==> src/rtl/core/fpa_pkg.sv <==
// Shared types, constants and rounding helper for the fixed-point atan2 block.
`timescale 1ns / 1ps

package fpa_pkg;

  localparam int unsigned DIV_STAGES     = 8;
  localparam int unsigned BITS_PER_STAGE = 2;

  localparam logic [27:0] POLY_CUBIC  = 28'd2847;
  localparam logic [16:0] POLY_LINEAR = 17'd11039;

  localparam logic [15:0] ANG_ZERO     = 16'd0;
  localparam logic [15:0] ANG_45       = 16'd8192;
  localparam logic [15:0] ANG_90       = 16'd16384;
  localparam logic [15:0] ANG_180      = 16'd32768;
  localparam logic [15:0] ANG_225      = 16'd40960;
  localparam logic [15:0] ANG_270      = 16'd49152;

  localparam logic [14:0] HALF_LSB     = 15'h4000;

  typedef enum logic [1:0] {
    MODE_ADD,
    MODE_SUB,
    MODE_FIXED
  } ang_mode_t;

  typedef struct packed {
    logic      neg;
    ang_mode_t mode;
    logic [15:0] base;
  } fpa_ctl_t;

  // Q15 rounding: nearest, exact half goes down, floor shift.
  function automatic logic signed [16:0] q15_round(input logic signed [31:0] p);
    logic signed [32:0] t;
    t = {p[31], p} + ((p[14:0] == HALF_LSB) ? 33'sd0 : 33'sd16384);
    return t[31:15];
  endfunction

endpackage

==> src/rtl/core/fpa_if.sv <==
// Valid/ready channel interfaces for the vector input and the angle output.
`timescale 1ns / 1ps

interface fpa_vec_if;
  logic               valid;
  logic               ready;
  logic signed [15:0] y_value;
  logic signed [15:0] x_value;

  modport source (output valid, output y_value, output x_value, input ready);
  modport sink   (input valid, input y_value, input x_value, output ready);
endinterface

interface fpa_ang_if;
  logic        valid;
  logic        ready;
  logic [15:0] angle;

  modport source (output valid, output angle, input ready);
  modport sink   (input valid, input angle, output ready);
endinterface

==> src/rtl/core/fixed_point_atan2_top.sv <==
// Top level of the pipelined fixed-point atan2 block.
`timescale 1ns / 1ps

// Fixed-point atan2: angle of a signed 16-bit vector as a 16-bit fraction of
// a full turn (65536 units per turn, 8192 = 45 degrees).
//
// Channels: vec carries (y_value, x_value) in, res carries angle out. A
// transaction completes on a rising edge with valid and ready both high.
// Pipeline: one stage for octant selection, eight stages of a restoring
// divider that retire two quotient bits each, and four stages for the two
// Q15 products and the final offset. The output stage is the register that
// drives res.
// Throughput: one transaction per cycle while res is not stalled, set by the
// fully pipelined divider and multipliers; every stage carries its own valid bit.
// Stall: when res holds a valid angle that is not taken, the whole pipeline
// freezes and vec.ready drops; nothing is dropped or repeated. Bubbles in the
// pipeline advance freely while the output register is empty.
// Reset (rst, synchronous, active high) clears all valid bits; payload
// registers are left as they are.
module fixed_point_atan2_top (
  input  logic            clk,
  input  logic            rst,
  fpa_vec_if.sink         vec,
  fpa_ang_if.source       res
);

  localparam int unsigned NDIV = fpa_pkg::DIV_STAGES;
  localparam int unsigned NBPS = fpa_pkg::BITS_PER_STAGE;

  // Global advance enable: move when the output register is free or drained.
  logic en;
  assign en        = !res.valid || res.ready;
  assign vec.ready = en;

  // ---------------- Stage A: octant selection ----------------
  logic signed [16:0] ys, xs;
  logic [16:0]        mag_y, mag_x;
  logic [16:0]        sel_num, sel_den;
  fpa_pkg::fpa_ctl_t  sel_ctl;

  always_comb begin
    ys    = {vec.y_value[15], vec.y_value};
    xs    = {vec.x_value[15], vec.x_value};
    mag_y = ys[16] ? 17'(-ys) : 17'(ys);
    mag_x = xs[16] ? 17'(-xs) : 17'(xs);
    sel_ctl.neg  = 1'b0;
    sel_ctl.mode = fpa_pkg::MODE_FIXED;
    sel_ctl.base = fpa_pkg::ANG_ZERO;
    sel_num = mag_y;
    sel_den = mag_x;
    if (vec.y_value == vec.x_value) begin
      // Equal components: fixed diagonal angle, divider output unused.
      sel_ctl.mode = fpa_pkg::MODE_FIXED;
      if (vec.y_value[15])
        sel_ctl.base = fpa_pkg::ANG_225;
      else if (vec.y_value != 16'sd0)
        sel_ctl.base = fpa_pkg::ANG_45;
      else
        sel_ctl.base = fpa_pkg::ANG_ZERO;
    end else if (mag_x > mag_y) begin
      // Horizontal dominant: r = y/x, angle = offset + poly.
      sel_num      = mag_y;
      sel_den      = mag_x;
      sel_ctl.neg  = vec.y_value[15] ^ vec.x_value[15];
      sel_ctl.mode = fpa_pkg::MODE_ADD;
      sel_ctl.base = vec.x_value[15] ? fpa_pkg::ANG_180 : fpa_pkg::ANG_ZERO;
    end else begin
      // Vertical dominant or opposite tie: r = x/y, angle = offset - poly.
      sel_num      = mag_x;
      sel_den      = mag_y;
      sel_ctl.neg  = vec.y_value[15] ^ vec.x_value[15];
      sel_ctl.mode = fpa_pkg::MODE_SUB;
      sel_ctl.base = vec.y_value[15] ? fpa_pkg::ANG_270 : fpa_pkg::ANG_90;
    end
  end

  // ---------------- Divider pipeline ----------------
  // Index 0 is the stage A register; 1..NDIV retire NBPS quotient bits each.
  logic [16:0]       dv_rem   [NDIV+1];
  logic [16:0]       dv_den   [NDIV+1];
  logic [15:0]       dv_quo   [NDIV+1];
  fpa_pkg::fpa_ctl_t dv_ctl   [NDIV+1];
  logic              dv_valid [NDIV+1];

  logic [16:0] nx_rem [NDIV];
  logic [15:0] nx_quo [NDIV];

  always_comb begin
    logic [17:0] trial;
    logic [16:0] rem;
    logic [15:0] quo;
    for (int k = 0; k < NDIV; k++) begin
      rem = dv_rem[k];
      quo = dv_quo[k];
      for (int j = 0; j < NBPS; j++) begin
        // The very first quotient bit weighs 2^15 and needs no shift.
        if (k == 0 && j == 0)
          trial = {1'b0, rem};
        else
          trial = {rem, 1'b0};
        if (trial >= {1'b0, dv_den[k]}) begin
          trial = trial - {1'b0, dv_den[k]};
          quo   = {quo[14:0], 1'b1};
        end else begin
          quo   = {quo[14:0], 1'b0};
        end
        rem = trial[16:0];
      end
      nx_rem[k] = rem;
      nx_quo[k] = quo;
    end
  end

  always_ff @(posedge clk) begin
    if (en) begin
      dv_rem[0] <= sel_num;
      dv_den[0] <= sel_den;
      dv_quo[0] <= 16'd0;
      dv_ctl[0] <= sel_ctl;
      for (int k = 0; k < NDIV; k++) begin
        dv_rem[k+1] <= nx_rem[k];
        dv_den[k+1] <= dv_den[k];
        dv_quo[k+1] <= nx_quo[k];
        dv_ctl[k+1] <= dv_ctl[k];
      end
    end
  end

  always_ff @(posedge clk) begin
    if (rst) begin
      for (int k = 0; k <= NDIV; k++) dv_valid[k] <= 1'b0;
    end else if (en) begin
      dv_valid[0] <= vec.valid;
      for (int k = 0; k < NDIV; k++) dv_valid[k+1] <= dv_valid[k];
    end
  end

  // ---------------- Polynomial stages ----------------
  // M1: signed ratio and 2847*|r|.
  logic [15:0]        q_fin;
  fpa_pkg::fpa_ctl_t  c_fin;
  assign q_fin = dv_quo[NDIV];
  assign c_fin = dv_ctl[NDIV];

  logic signed [16:0] m1_r;
  logic [27:0]        m1_cubic;
  fpa_pkg::fpa_ctl_t  m1_ctl;
  logic               m1_valid;

  // M2: linear coefficient corrected by the cubic term.
  logic signed [31:0] m2_p;
  logic signed [16:0] m2_corr;
  logic signed [16:0] m2_sum;
  logic [13:0]        m2_a;
  logic signed [16:0] m2_r;
  fpa_pkg::fpa_ctl_t  m2_ctl;
  logic               m2_valid;

  // M3: full product a*r.
  logic signed [31:0] m3_p;
  fpa_pkg::fpa_ctl_t  m3_ctl;
  logic               m3_valid;

  // M4: rounding and octant offset.
  logic signed [16:0] m4_u;
  logic [15:0]        m4_angle;
  logic [15:0]        res_angle;
  logic               res_valid;

  always_comb begin
    m2_p    = 32'sd0 - $signed({4'd0, m1_cubic});
    m2_corr = fpa_pkg::q15_round(m2_p);
    m2_sum  = $signed(fpa_pkg::POLY_LINEAR) + m2_corr;
  end

  always_comb begin
    m4_u = fpa_pkg::q15_round(m3_p);
    case (m3_ctl.mode)
      fpa_pkg::MODE_ADD:   m4_angle = m3_ctl.base + m4_u[15:0];
      fpa_pkg::MODE_SUB:   m4_angle = m3_ctl.base - m4_u[15:0];
      fpa_pkg::MODE_FIXED: m4_angle = m3_ctl.base;
      default:             m4_angle = m3_ctl.base;
    endcase
  end

  always_ff @(posedge clk) begin
    if (en) begin
      m1_r      <= c_fin.neg ? 17'(-$signed({1'b0, q_fin})) : $signed({1'b0, q_fin});
      m1_cubic  <= 28'(q_fin) * fpa_pkg::POLY_CUBIC;
      m1_ctl    <= c_fin;
      m2_a      <= m2_sum[13:0];
      m2_r      <= m1_r;
      m2_ctl    <= m1_ctl;
      m3_p      <= $signed({18'd0, m2_a}) * $signed({{15{m2_r[16]}}, m2_r});
      m3_ctl    <= m2_ctl;
      res_angle <= m4_angle;
    end
  end

  always_ff @(posedge clk) begin
    if (rst) begin
      m1_valid  <= 1'b0;
      m2_valid  <= 1'b0;
      m3_valid  <= 1'b0;
      res_valid <= 1'b0;
    end else if (en) begin
      m1_valid  <= dv_valid[NDIV];
      m2_valid  <= m1_valid;
      m3_valid  <= m2_valid;
      res_valid <= m3_valid;
    end
  end

  assign res.valid = res_valid;
  assign res.angle = res_angle;

endmodule

==> src/flat_wrapper.sv <==
// flat-port wrapper written by rule: the top's interface ports become plain ports
module fixed_point_atan2_top_flat 
  (clk, rst, vec_valid, vec_y_value, vec_x_value, vec_ready, res_valid, res_angle, res_ready);
  fpa_vec_if vec_i ();
  fpa_ang_if res_i ();
  input  logic clk;
  input  logic rst;
  input wire logic [$bits(vec_i.valid)-1:0] vec_valid;
  input wire logic [$bits(vec_i.y_value)-1:0] vec_y_value;
  input wire logic [$bits(vec_i.x_value)-1:0] vec_x_value;
  output wire logic [$bits(vec_i.ready)-1:0] vec_ready;
  output wire logic [$bits(res_i.valid)-1:0] res_valid;
  output wire logic [$bits(res_i.angle)-1:0] res_angle;
  input wire logic [$bits(res_i.ready)-1:0] res_ready;
  assign vec_i.valid = vec_valid;
  assign vec_i.y_value = vec_y_value;
  assign vec_i.x_value = vec_x_value;
  assign vec_ready = vec_i.ready;
  assign res_valid = res_i.valid;
  assign res_angle = res_i.angle;
  assign res_i.ready = res_ready;
  fixed_point_atan2_top u_core (.clk(clk), .rst(rst), .vec(vec_i), .res(res_i));
endmodule
==> config.mk <==
export PLATFORM = sky130hd
export DESIGN_NAME = fixed_point_atan2_top_flat
export DESIGN_NICKNAME = d
export VERILOG_FILES = /design/src/rtl/core/fpa_pkg.sv /design/src/rtl/core/fpa_if.sv /design/src/rtl/core/fixed_point_atan2_top.sv /design/src/flat_wrapper.sv
export SDC_FILE = /design/constraint.sdc
export NUM_CORES = 2
export LEC_CHECK = 0
export ABC_AREA = 1
export BUFFER_PORTS_ARGS = -buffer_cell sky130_fd_sc_hd__buf_2
export CAP_MARGIN = 15
export CORE_MARGIN = 5
export CORE_UTILIZATION = 59
export CTS_CLUSTER_DIAMETER = 60
export DETAILED_ROUTE_END_ITERATION = 16
export PLACE_DENSITY = 0.78
export REMOVE_ABC_BUFFERS = 1
export SYNTH_ARGS = -nofsm -noshare
export SYNTH_HDL_FRONTEND = slang
export SYNTH_SLANG_ARGS = --single-unit
==> constraint.sdc <==
create_clock -name clk -period 17.1 [get_ports clk]
set_input_delay 3.42 -clock clk [delete_from_list [all_inputs] [get_ports clk]]
set_output_delay 3.42 -clock clk [all_outputs]
set_load 0.005 [all_outputs]
==> summary.txt <==
Status
  – Status: finished, final reports clean

Routing
  – Wire per inst: between 15 and 20 um
  – Total wire length: between 100 and 150 mm
  – Antenna Nets Post-Route: 0
  – DRC Markers: 0
  – Iter 0 DRT Violations: 1956
  – DR pass1 iterations: 5
  – Via Count: 35.6k
  – Vias per inst: 5.41

Min path
  – Startpoint of the worst hold path: u_core.dv_quo[0][64]$_DFFE_PP_
  – Min-Delay Path Class: flip-flop to flip-flop

Layout
  – Post-route cell area: 51100 um2
  – Inserted Diodes: 0
  – Fin nets: 6290
  – Non-filler cells, final: 6572
  – Layout cells sized above 1: 4.14%
  – Syn-to-layout area delta: 6.85%

Floorplanning
  – Die span in y: 295 um
  – Die Footprint: between 80000 and 90000 um2
  – Row Count: 104
  – Core ar.: 80400 um2
  – # IOs: 54
  – Die X-Extent: ~300 um
  – Initial core utilization: 59.5%

Global route
  – Number of global-route vias before repair: 35.9k
  – GRT Total Usage: 23.6%
  – Initial antenna violation count: 1
  – Largest net degree at the start of global routing: 133
  – First-pass GRT wire length: ~170 mm
  – Overflow after GRT: 0

Worst setup path
  – Critical Path AT: 4430 ps
  – CP startpoint: res_ready
  – Critical path cell sequence: buf_2 -> nor2_1 -> inv_8 -> buf_2
  – Worst-path maximum fanout: 132
  – Crit-path leading delay family: buffers and inverters
  – Critical Path RT: 13680 ps
  – Crit Path Category: input port to primary output
  – Reg-to-Reg Start: u_core.m2_a[1]$_DFFE_PP_
  – Worst setup SP type: input port
  – CP max stage cell: inv_8
  – Most used cell, CP: buf_2
  – Largest stage delay, worst path: ~340 ps
  – CP Buf/Inv Count: 3
  – CP Capture Type: primary output

Placed design
  – # placed instances: 6461
  – Port Buffers: between 50 and 60
  – DP Wirelength: 81.4 mm
  – Placer's final routability congestion estimate: ~0.9
  – Placed instance area: 49000 um2

Clock tree
  – Root buf cell: clkbuf_16
  – H-tree levels: 2
  – Postcts setup bufs: 0
  – CTS sink cnt: roughly 540
  – Cts repair resizes: 0
  – Cts hold-fix bufs: 0
  – Clock Tree Buf Depth: 3
  – CTS Buf Count: 59
  – CTS tree: yes
  – Clock transition at path regs: roughly 60 ps
  – Worst-skew pair later-pin latency: 660 ps

Synthesis
  – Yosys reg bits: 536
  – Sequential area share after synthesis: 33.6%
  – Number of enable flip-flop cells after synthesis: 532
  – Synthesized area per cell: 8.80 um2
  – Post-synthesis instance area: 47800 um2
  – Yosys warns: 0
  – Largest cells by area after synthesis: edfxtp_1, fa_1, ha_1, nand2_1, inv_1
  – Synth top area share: 33.4%
  – Syn Inst Count: about 5.4k
  – Distinct cells, synth: 69
  – Async S/R FF share, synth: 0%
  – Synth area leader: edfxtp_1
  – Post-synth top flop: edfxtp_1

STA
  – Hold Fails Final Rpt: 0
  – Final setup violation count: 0
  – Setup TNS: 0 ps
  – Fin Hold WS: 403 ps
  – Worst slew pin tran: 975 ps
  – RSZ-0062 raised after global routing: false
  – Max Freq: roughly 0.13 GHz
  – Final Slew Violations: 0
  – Post-layout min period: about 7800 ps
  – Period Utilization, post-route: 45.9%
  – Worst slew margin: 34.8%
  – Final setup skew: about 57 ps

Flow run
  – Max Cap Viol: 0
## per-stage QoR
| stage | setup WS (ps) | util, % |
|---|---|---|
| after global placement | 8820 | 61.0 |
| final | 9250 | 63.5 |
| after floorplan | 152 | - |
| after global routing | 8850 | 63.5 |
| after detailed placement | 8780 | 61.0 |
| after CTS | 9190 | 63.5 |
## sequential cells by signal, summed over array words and instances (netlist names)
name              cells
u_core.dv_den       136
u_core.dv_rem       136
u_core.dv_quo        72
u_core.dv_ctl        45
u_core.m3_p          31
u_core.m1_cubic      28
u_core.m2_r          17
u_core.m1_r          16
u_core.res.angle     16
u_core.m2_a          14
u_core.dv_valid       9
u_core.m1_ctl         4
u_core.m2_ctl         4
u_core.m3_ctl         4
u_core.m1_valid       1
u_core.m2_valid       1
u_core.m3_valid       1
u_core.res.valid      1
## synth_stat cells (3+ instances only)
cell and n:
nand3_1 165, buf_2 23, and2_1 3, o22ai_1 5, o211ai_1 9, fa_1 311, or2_2 10, edfxtp_1 532
o21ai_0 325, ha_1 481, o21bai_1 24, o221ai_1 5, xor2_1 196, or2_1 3, o31ai_1 19, nor4_1 10
buf_4 8, o2111ai_1 4, a221oi_1 5, dfxtp_1 4, xnor2_1 143, a21o_1 22, a21boi_2 4, nand2_1 1133
nor3_1 50, clkbuf_1 68, o21ai_2 4, a21boi_1 5, nand2_4 3, inv_2 11, nand3b_1 13, nor2_1 249
nand2_2 11, a211oi_1 11, a21oi_1 330, nand4_1 49, a21boi_0 15, nor2_4 3, nor2_2 5, o21ai_1 25
o311ai_0 4, a31oi_1 20, inv_1 1068, o21a_1 16
## layout by cell type (no fill, tap or decap), types with 20 or more instances in the layout
cell type,instances
nor2_1,249
nand4_1,49
nand2_1,1133
buf_2,53
inv_1,1067
nand3_1,165
o21bai_1,24
xor2_1,196
nor3_1,50
a31oi_1,20
xnor2_1,143
clkbuf_16,59
edfxtp_1,532
a21oi_1,330
ha_1,481
a21o_1,22
o21ai_1,25
fa_1,311
o21ai_0,325
## worst paths after layout
| path | end | cells past startpoint | slack (ps) |
|---|---|---|---|
| min | u_core.dv_quo[0][82]$_DFFE_PP_ | 0 | 400 |
| max reg2reg | u_core.m3_p[30]$_DFFE_PP_ | 18 | 10370 |
| max | vec_ready | 4 | 9250 |
| min reg2reg | u_core.dv_quo[0][82]$_DFFE_PP_ | 0 | 400 |
## cell type report
cell class	count	area [um2]
timing repair buffer	63	340
inverter	1080	4060
fill	6493	29300
clock inverter	45	546
multi-input combinational	3722	27300
sequential	536	16100
tap	1060	1330
clock buffer	66	1500
## layer usage
metal / up-vias / track usage [%] / part of all wire, %
met1: 16800 / 29.4 / 42
met3: 217 / 2.92 / 4.6
met2: 837 / 43.1 / 51
met5: - / 0 / 0.013
met4: 2 / 7.42 / 3.1
li1: 17700 / - / -
## cells by family (layout without fill, tap and decap cells)
logic type	count (synthesis)	count (layout)	synth area share (%)
XOR/XNOR	343	343	6.37
AO/OA/AOI/OAI	865	865	10.1
flip-flops	536	536	33.6
adder cells (fa/ha/maj)	792	792	25.6
AND/OR/NAND/NOR	1717	1717	14.9
buffers and inverters	1181	1254	9.42
other	2	4	0.0157
multiplexers	1	1	0.0235
Power is left out: the tool's default activity adds up to more than one toggle a clock period on the data nets, which glitch-free logic cannot reach.
